`src/sv/circle_from_three_points_core_macros.svh`:
```
// assertion macros used by the top-level rtl file
`ifndef CIRCLE_FROM_THREE_POINTS_CORE_MACROS_SVH
`define CIRCLE_FROM_THREE_POINTS_CORE_MACROS_SVH

`ifndef SYNTHESIS
`define CFTP_ASSERT(label, clk, rst_n, ante, cons) \
    label: assert property (@(posedge clk) disable iff (!rst_n) (ante) |-> (cons)) \
        else $error("cftp assertion failed");
`define CFTP_ASSERT_NEXT(label, clk, rst_n, ante, cons) \
    label: assert property (@(posedge clk) disable iff (!rst_n) (ante) |=> (cons)) \
        else $error("cftp assertion failed");
`else
`define CFTP_ASSERT(label, clk, rst_n, ante, cons)
`define CFTP_ASSERT_NEXT(label, clk, rst_n, ante, cons)
`endif

`endif

```
`src/sv/cftp_pkg.sv`:
```
package cftp_pkg;

    localparam int COORD_WIDTH_DEF     = 16;
    localparam int COORD_FRAC_BITS_DEF = 4;
    localparam int OUT_FRAC_BITS_DEF   = 8;

    // quotient bits kept by the dividers, equal to the result width
    localparam int Q_BITS = 32;
    localparam int RES_W  = 32;

    localparam logic [RES_W-1:0] POS_MAX = {1'b0, {(RES_W-1){1'b1}}};
    localparam logic [RES_W-1:0] NEG_MIN = {1'b1, {(RES_W-1){1'b0}}};
    localparam logic [RES_W-1:0] RAD_MAX = {RES_W{1'b1}};

    typedef struct packed {
        logic [Q_BITS-1:0] q;
        logic              ovf;
        logic              neg;
        logic              dz;
    } div_res_t;

    typedef struct packed {
        logic [RES_W-1:0] center_x;
        logic [RES_W-1:0] center_y;
        logic [RES_W-1:0] radius;
        logic             collinear;
        logic             clipped;
    } result_t;

    function automatic int max2(input int a, input int b);
        return (a > b) ? a : b;
    endfunction

    // width of the determinant and of the squared lengths
    function automatic int det_w(input int w);
        return 2 * w + 2;
    endfunction

    // width of the centre numerators
    function automatic int num_w(input int w);
        return 3 * w + 4;
    endfunction

endpackage

```
`src/sv/cftp_skid.sv`:
```
// output register with one skid entry; the pipeline advances while the skid is empty
module cftp_skid (
    input  logic              clk,
    input  logic              rst_n,
    input  logic              in_valid,
    input  cftp_pkg::result_t in_data,
    output logic              adv,
    output logic              out_valid,
    input  logic              out_ready,
    output cftp_pkg::result_t out_data
);

    logic              out_valid_reg, skid_valid_reg;
    cftp_pkg::result_t out_data_reg, skid_data_reg;
    logic              take;

    assign adv  = ~skid_valid_reg;
    assign take = adv & in_valid;

    always_ff @(posedge clk or negedge rst_n)
    begin
        if (!rst_n)
        begin
            out_valid_reg  <= 1'b0;
            skid_valid_reg <= 1'b0;
        end
        else if (!out_valid_reg || out_ready)
        begin
            out_valid_reg  <= skid_valid_reg | take;
            skid_valid_reg <= 1'b0;
        end
        else if (take)
        begin
            skid_valid_reg <= 1'b1;
        end
    end

    always_ff @(posedge clk)
    begin
        if (!out_valid_reg || out_ready)
        begin
            out_data_reg <= skid_valid_reg ? skid_data_reg : in_data;
        end
        else if (take)
        begin
            skid_data_reg <= in_data;
        end
    end

    assign out_valid = out_valid_reg;
    assign out_data  = out_data_reg;

endmodule

```
`config.mk`:
```
export PLATFORM = sky130hd
export DESIGN_NAME = cftp_skid
export DESIGN_NICKNAME = d
export VERILOG_FILES = /design/src/sv/circle_from_three_points_core_macros.svh /design/src/sv/cftp_pkg.sv /design/src/sv/cftp_skid.sv
export SDC_FILE = /design/constraint.sdc
export NUM_CORES = 1
export LEC_CHECK = 0
export BUFFER_PORTS_ARGS = -buffer_cell sky130_fd_sc_hd__clkbuf_2
export CAP_MARGIN = 15
export CORE_ASPECT_RATIO = 0.7
export CORE_MARGIN = 3
export CORE_UTILIZATION = 45
export DETAILED_ROUTE_END_ITERATION = 8
export PLACE_DENSITY = 0.7
export SYNTH_ARGS = -nofsm -noshare
export SYNTH_HDL_FRONTEND = slang
export SYNTH_SLANG_ARGS = --single-unit
```
`constraint.sdc`:
```
create_clock -name clk -period 11.58 [get_ports clk]
set_input_delay 1.737 -clock clk [delete_from_list [all_inputs] [get_ports clk]]
set_output_delay 1.737 -clock clk [all_outputs]
set_load 0.02 [all_outputs]
```
==> impl_metrics.toml, run 1 <==
[grt]
grt_max_degree = 59
antenna_found_initial = 0
grt_pass1_wl_um = 21400
track_usage_pct = 15.4
gr-total-overflow = 0
grt_pass1_vias = 3847

[finish]
fillerInstances = 1341
syn2layout_area_growth_pct = 21.9
num_antenna_cells = 0
drive_gt1_share_pct = 61.5
regArea_mm2 = 0.00594
instances_no_fill = 762
nNetsFinal = 628
multi_input_area_mm2 = 0.00147

[synthesis]
ys.warnings.count = 0
netlist_instances = 313
syn_nets = 415
ys_seq_area_share_pct = 78.2
syn_avg_cell_area_um2 = 24.2
synth.distinct_cells = 13
netlist_area_mm2 = 0.00759
ys_ff_latch = 198

[sta]
rsz0062_at_grt = "no"
slew_headroom_pct = 32.0
fin_ws_ns = 7.81
period_share_pct = 32.5
fin_skew_ns = 0.00687
max_freq_mhz = 266
worst_pin_slew_ns = 1.02
fin_crit_ns = 3.77
final-hold-violation-count = 0
setup_viol = 0
maxSlewViolCount = 0
whs_ns = 0.547
tns_ns = 0

[placed_design]
pre_cts_slack_ns = 7.33
gp_congestion = 0.754
io_buffers = 201
place_inst = 732
dp_hpwl_um = 9540

[drt]
viasPerCell = 4.79
routedWlPerCell_um = 18.2
drc_errors = 0
drt_pass1_iterations = 4
drt_iter0_drc = 208
routed_wirelength_um = 13900
dr_total_vias = 3652
ant_nets = 0

[worst_setup_path]
critPathRequiredTime_ns = 11.63
arrival_ns = 3.82
cp-start-kind = "input port"
crit_fanout = 56
end_kind = "flop"
crit_type = "in -> reg"

[floorplan]
fp-row-count = 39
core_area_mm2 = 0.0164
initial_core_util_pct = 46.3
die_x_um = 161
die_area_mm2 = 0.0185
ios = 202
fp.dieH_um = 115

[power_and_ir_drop]
leakagePower_nw = 3.72
p_switching_mw = 0.365
p_int_mw = 1.22
peakVddDrop_mv = 0.106
pwr-share-comb_pct = 11.3
p_seq_share_pct = 54.9
p_sw_share_pct = 23.0
power.density_mw_per_mm2 = 172
pwr-share-clk_pct = 33.7

[clock_tree]
cts_tree = "built"
clkLatencyLatePin_ns = 0.42
cts_buffers = 17
cts_resized = 0
cts_hold_buf = 0
clock_sinks = 198
cts_buffer_depth = 2
clk_pin_slew_worst_paths_ns = 0.06
post-cts-setup-buffers = 0
cts_max_level = 4
cts_root_buf = "clkbuf_16"

[min_path]
hold_path.class = "reg -> reg"

[job]
cap_violations = 0

[status]
status = "completed"
## power by group through the flow
stage	Sequential, mW	Combinational (mW)	Clock, mW
final	0.872	0.180	0.536
after global routing	0.877	0.192	0.583
after CTS	0.873	0.183	0.551
after detailed placement	0.888	0.183	0
after global placement	0.886	0.179	0
after floorplan	0.925	0.0846	0
## metrics by stage
| stage | power, mW | utilization, % | area, um2 |
|---|---|---|---|
| after floorplan | 1.01 | - | 7590 |
| after global placement | 1.06 | 53.2 | 8730 |
| after detailed placement | 1.07 | 53.2 | 8730 |
| after CTS | 1.61 | 56.4 | 9250 |
| after global routing | 1.65 | 56.4 | 9250 |
| final | 1.59 | 56.4 | 9250 |
## cell type report
cell class	count	area share, %
Clock buffer	21	4.76
Clock inverter	9	0.866
Inverter	1	0.0406
Multi-Input combinational cell	103	15.9
Sequential cell	198	64.2
Tap cell	225	3.04
Timing Repair Buffer	205	11.2
## cells in the final DEF (no fill, tap or decap), drive strengths merged
cell type / n
clkbuf: 222
edfxtp: 196
mux2: 98
buf: 4
clkinv: 4
inv: 3
nor2: 2
clkinvlp: 2
dfrtp: 2
nand2b: 1
nor3b: 1
nand2: 1
bufinv: 1
## final timing paths
check	start	end	slack (ns)	cells after the start
setup / recovery	out_ready	skid_data_reg[66]	7.81	5
hold / removal	skid_data_reg[91]	out_data[91]	0.55	1
setup reg to reg	skid_valid_reg	skid_data_reg[66]	8.81	3
hold reg to reg	skid_data_reg[91]	out_data[91]	0.55	1
max in group asynchronous	rst_n	skid_valid_reg	10.38	1
min in group asynchronous	rst_n	skid_valid_reg	1.09	1
## Yosys cell counts, drive strengths merged
master / instances / area share [%]
nor3b: 1 / 0.099
inv: 1 / 0.049
edfxtp: 196 / 78
mux2: 98 / 19
dfrtp: 2 / 0.66
nand2b: 1 / 0.083
buf: 11 / 2.5
nand2: 1 / 0.049
nor2: 2 / 0.099
## critical path: stages
cell	delay [ns]
clkbuf_2	0.08
nand2b_4	0.43
nor3b_2	0.29
buf_4	0.50
buf_4	0.70
## logic make-up after synthesis
family                 count (synthesis)  synth area share (%)
AND/OR/NAND/NOR                        5                 0.330
buffers and inverters                 12                  2.57
multiplexers                          98                  18.9
flip-flops                           198                  78.2
## metal layers
metal	GRT usage (%)	wire length, um
met5	0	0
met4	5.21	129
met3	7.16	1370
met2	22.3	6000
met1	20.7	6420
No activity file was read; power rests on OpenSTA's default activity.
==> run 2: changes to the inputs <==
Settings changed: PLACE_DENSITY 0.7 to 0.73.
Clock period 11.58 ns to 3.23 ns, I/O delays scaled along.
==> run 2 against run 1 <==
Die area stayed put. Clock power grew to 3.9 times the previous value. Count of clock-buffer cells in the layout is 3 lower. Power grew to 3.7 times the previous value. Sequential power grew to 3.6 times the previous value. Register-to-register slack worse by 7.6 ns. Global-route usage is 0.088 points lower. Largest power group unchanged. First-iteration DRC count is 40% higher. Sequential share of layout area is 0.71 points lower. Clock skew is 0.00085 ns higher. Largest cell class unchanged. Worst setup slack worse by 6.6 ns. Critical path depth is 3 lower.
==> impl_metrics.toml, run 2 (synthesis gave the netlist of run 1 again) <==
[min_path]
hold_path.class = "in -> reg"

[clock_tree]
clk_pin_slew_worst_paths_ns = 0.07
cts_buffer_depth = 2
clock_sinks = 198
cts_root_buf = "clkbuf_16"
cts_max_level = 4
cts_buffers = 17
clkLatencyLatePin_ns = 0.42
cts_tree = "built"

[floorplan]
fp.dieH_um = 115
die_area_mm2 = 0.0185
initial_core_util_pct = 46.3
fp-row-count = 39
core_area_mm2 = 0.0164
die_x_um = 161
ios = 202

[power_and_ir_drop]
peakVddDrop_mv = 0.373
p_seq_share_pct = 53.2
p_switching_mw = 1.37
p_sw_share_pct = 23.4
pwr-share-clk_pct = 35.6
leakagePower_nw = 3.77
power.density_mw_per_mm2 = 627
pwr-share-comb_pct = 11.3
p_int_mw = 4.49

[placed_design]
gp_congestion = 0.803
dp_hpwl_um = 9610
detailed_place.area_mm2 = 0.00876
io_buffers = 201
pre_cts_slack_ns = 1.25

[grt]
antenna_found_initial = 0
grt_pass1_vias = 3828
grt_max_degree = 53
gr-total-overflow = 0
grt_pass1_wl_um = 21300
track_usage_pct = 15.3

[worst_setup_path]
arrival_ns = 2.15
crit_fanout = 30
ff2ff_setup_slack_ns = 1.25
crit_slowest_cell = "dfrtp_4"
cp-start-kind = "flop"
path_cells = "buf_4, mux2_4"
max_stage_delay_ns = 0.79
critPathRequiredTime_ns = 3.40
end_kind = "flop"
crit_type = "reg -> reg"

[finish]
final_cell_mix = "201 x clkbuf_2, 196 x edfxtp_1, 87 x mux2_4, 17 x clkbuf_16, 11 x mux2_2"
fillerInstances = 1259
syn2layout_area_growth_pct = 23.3
nNetsFinal = 631
finish.instance_area_mm2 = 0.00935
drive_gt1_share_pct = 62.4
final_common_cell = "clkbuf_2"
num_antenna_cells = 0
fin_util_pct = 57.0

[sta]
fin_skew_ns = 0.00772
final-hold-violation-count = 0
worst_pin_slew_ns = 0.688
rsz0062_at_grt = "no"
tns_ns = 0
fin_ws_ns = 1.25
maxSlewViolCount = 0
fin_crit_ns = 1.98
setup_viol = 0
period_share_pct = 61.4
max_freq_mhz = 504
slew_headroom_pct = 54.1
whs_ns = 0.247

[drt]
drt_pass1_iterations = 4
drt_iter0_drc = 291
dr_total_vias = 3668
viasPerCell = 4.78
ant_nets = 0
drc_errors = 0
routed_wirelength_um = 13800
routedWlPerCell_um = 18.0

[job]
cap_violations = 0

[status]
status = "completed"
run 2: cell types whose count changed in the layout (fill, tap and decap cells not counted), sizes merged:
cell,delta
clkinv,+2
inv,+2
dlygate4sd3,+1
bufinv,+1
clkbuf,-3
buf,+2
run 2: area by class of cell:
| class | instances | area (um2) | share of cell area (%) |
|---|---|---|---|
| sequential | 198 | 5940 | 63.5 |
| multi-input combinational | 103 | 1470 | 15.8 |
| timing repair buffer | 208 | 1070 | 11.5 |
| clock buffer | 18 | 429 | 4.59 |
| tap | 225 | 282 | 3.01 |
| clock inverter | 14 | 151 | 1.62 |
| inverter | 1 | 3.75 | 0.0401 |
run 2: worst paths after layout:
path | depth (start not counted) | from | end
max reg2reg | 2 | skid_valid_reg | out_data[37]
min in group asynchronous | 2 | rst_n | out_valid
min | 1 | in_data[97] | skid_data_reg[97]
max | 2 | skid_valid_reg | out_data[37]
max in group asynchronous | 2 | rst_n | skid_valid_reg
min reg2reg | 1 | skid_data_reg[64] | out_data[64]
run 2: layer usage:
metal | track usage (%) | up-vias | share of wire [%]
met5 | 0 | - | 0
met4 | 4.47 | 0 | 1.0
met3 | 5.53 | 15 | 8.5
met2 | 21.7 | 171 | 42
met1 | 22.3 | 1795 | 48
li1 | - | 1687 | -
run 2: power groups by stage:
| stage | clock, mW | sequential (mW) | combinational, mW |
|---|---|---|---|
| after global routing | 2.25 | 3.13 | 0.704 |
| after detailed placement | 0 | 3.17 | 0.670 |
| after CTS | 2.15 | 3.12 | 0.670 |
| after global placement | 0 | 3.17 | 0.652 |
| final | 2.08 | 3.12 | 0.660 |
| after floorplan | 0 | 3.30 | 0.306 |
run 2: timing repair:
action	CTS	global route
buffers inserted	0	0
hold buffers	1	0
resized for setup	0	0
endpoints found under the hold margin	2	0
run 2: per-stage QoR:
step                      instances  total power [mW]
after CTS                       767              5.93
after floorplan                 313              3.61
after global placement          734              3.82
after global routing            767              6.08
after detailed placement        734              3.84
final                           767              5.86
run 2: worst max-delay path, delay by kind of cell (launching register included):
family | cells | cell delay (ns)
flops | 1 | 0.79
buf+inv | 1 | 0.55
mux | 1 | 0.35
==> run 3: changes to the inputs <==
Settings changed: PLACE_DENSITY 0.73 to 0.7.
Clock period 3.23 ns to 1.86 ns, I/O delays scaled along.
==> run 3 against run 2 <==
Register-to-register slack got worse by 0.89 ns. Worst setup slack got worse by 1.2 ns. Non-clock buffer count increased by 3. Hold slack got worse by 0.20 ns. Clock skew increased by 0.0011 ns. Core utilization increased by 0.60 points. Critical path depth increased by 1. Power increased by 74%. Cell area increased by 1.0%. Die area unchanged. Clock power increased by 74%.
==> impl_metrics.toml, run 3 (synthesis gave the netlist of run 1 again) <==
[grt]
grt_pass1_wl_um = 21400
grtUsageMet2_pct = 22.8
track_usage_pct = 15.3
gr-total-overflow = 0
top_usage_layer = "met2"
grtUsageMet1_pct = 20.1
grtUsageMet3_pct = 6.80
grt_max_degree = 101
grt_pass1_vias = 3842
antenna_found_initial = 1

[floorplan]
fp-row-count = 39
ios = 202
fp.dieH_um = 115
die_x_um = 161
die_area_mm2 = 0.0185
initial_core_util_pct = 46.3
core_area_mm2 = 0.0164

[drt]
drt_iter0_drc = 250
drc_errors = 0
routed_wirelength_um = 13800
ant_nets = 0
viasPerCell = 4.71
dr_total_vias = 3629
routedWlPerCell_um = 18.0
drt_pass1_iterations = 4

[clock_tree]
cts_max_level = 4
cts_root_buf = "clkbuf_16"
clkLatencyLatePin_ns = 0.42
cts_buffer_depth = 2
clock_sinks = 198
clk_pin_slew_worst_paths_ns = 0.07
cts_buffers = 17
cts_tree = "built"

[finish]
nNetsFinal = 634
num_antenna_cells = 0
syn2layout_area_growth_pct = 24.6
final_cell_mix = "201 x clkbuf_2, 196 x edfxtp_1, 87 x mux2_4, 17 x clkbuf_16, 11 x mux2_2"
fillerInstances = 1250
instances_no_fill = 770
drive_gt1_share_pct = 62.9
final_common_cell = "clkbuf_2"
finish.instance_area_mm2 = 0.00945

[sta]
final-hold-violation-count = 0
period_share_pct = 95.9
rsz0062_at_grt = "no"
fin_crit_ns = 1.78
max_freq_mhz = 561
fin_skew_ns = 0.00878
setup_viol = 0
maxSlewViolCount = 0
tns_ns = 0
worst_pin_slew_ns = 0.575
slew_headroom_pct = 61.7
whs_ns = 0.0440

[worst_setup_path]
crit_slowest_cell = "dfrtp_4"
reg2reg_depth = 3
r2r_end = "skid_data_reg[29]"
path_cells = "buf_12, inv_1, clkbuf_2"
timing.rr.start = "skid_valid_reg"
max_stage_delay_ns = 0.47
critPathRequiredTime_ns = 1.58
cp-start-kind = "flop"
crit_family = "buffers and inverters"
arrival_ns = 1.50
crit_type = "reg -> out"
end_kind = "primary output"
path_buf_inv = 3
ff2ff_setup_slack_ns = 0.36
crit_fanout = 49

[power_and_ir_drop]
power.density_mw_per_mm2 = 1080
peakVddDrop_mv = 0.587
totalPowerFinal_mw = 10.2
leakagePower_nw = 3.81

[min_path]
min_from = "in_data[86]"
min_path_cells = 1
hold_path.class = "in -> reg"
min_to = "skid_data_reg[86]"

[placed_design]
detailed_place.area_mm2 = 0.00886
gp_congestion = 0.732
io_buffers = 201
place_inst = 737
dp_hpwl_um = 9580

[status]
status = "completed"

[job]
cap_violations = 0
## run 3: stage by stage
step / utilization [%] / setup slack (ns)
floorplan: - / -2.27
finish: 57.6 / 0.0766
global route: 57.6 / 0.000000222
CTS: 57.6 / 0.0293
detailed placement: 54.0 / 0.357
global placement: 54.0 / 0.388
## run 3: cell type report
type                    instances  area, um2  share of cell area (%)
multi-input cells             103       1470                    15.6
well taps                     225        282                    2.98
flip-flops and latches        198       5940                    62.9
clock buffers                  18        429                    4.54
repair buffers                211       1170                    12.4
clock inverters                14        150                    1.59
inverters                       1       3.75                  0.0397
## run 3: report_power, final
| group | total (mW) | switching [mW] | internal, mW | leakage [nW] |
|---|---|---|---|---|
| registers | 5.38 | 0.0948 | 5.29 | 1.90 |
| clock network | 3.61 | 1.61 | 2.00 | 0.283 |
| logic | 1.20 | 0.668 | 0.534 | 1.62 |
## run 3: layer usage
layer  part of all wire, %  wire [um]
met1                    43       5980
met2                    45       6230
met3                    10       1380
met4                   1.6        216
met5                  0.10         14
## run 3: worst max-delay path by stage
stage,from,endpoint,slack [ns],cells past startpoint
finish,skid_valid_reg,adv,0.08,3
global route,skid_valid_reg,adv,0.0000002,3
CTS,skid_valid_reg,adv,0.03,3
detailed placement,skid_valid_reg,skid_data_reg[52],0.36,3
global placement,skid_valid_reg,skid_data_reg[33],0.39,3
floorplan,out_valid,skid_data_reg[0],-2.27,2
## run 3: what timing repair did
item,in CTS,in global routing
hold buffers,1,0
setup buffers,0,0
hold endpoints to repair,2,0
resized for setup,0,0
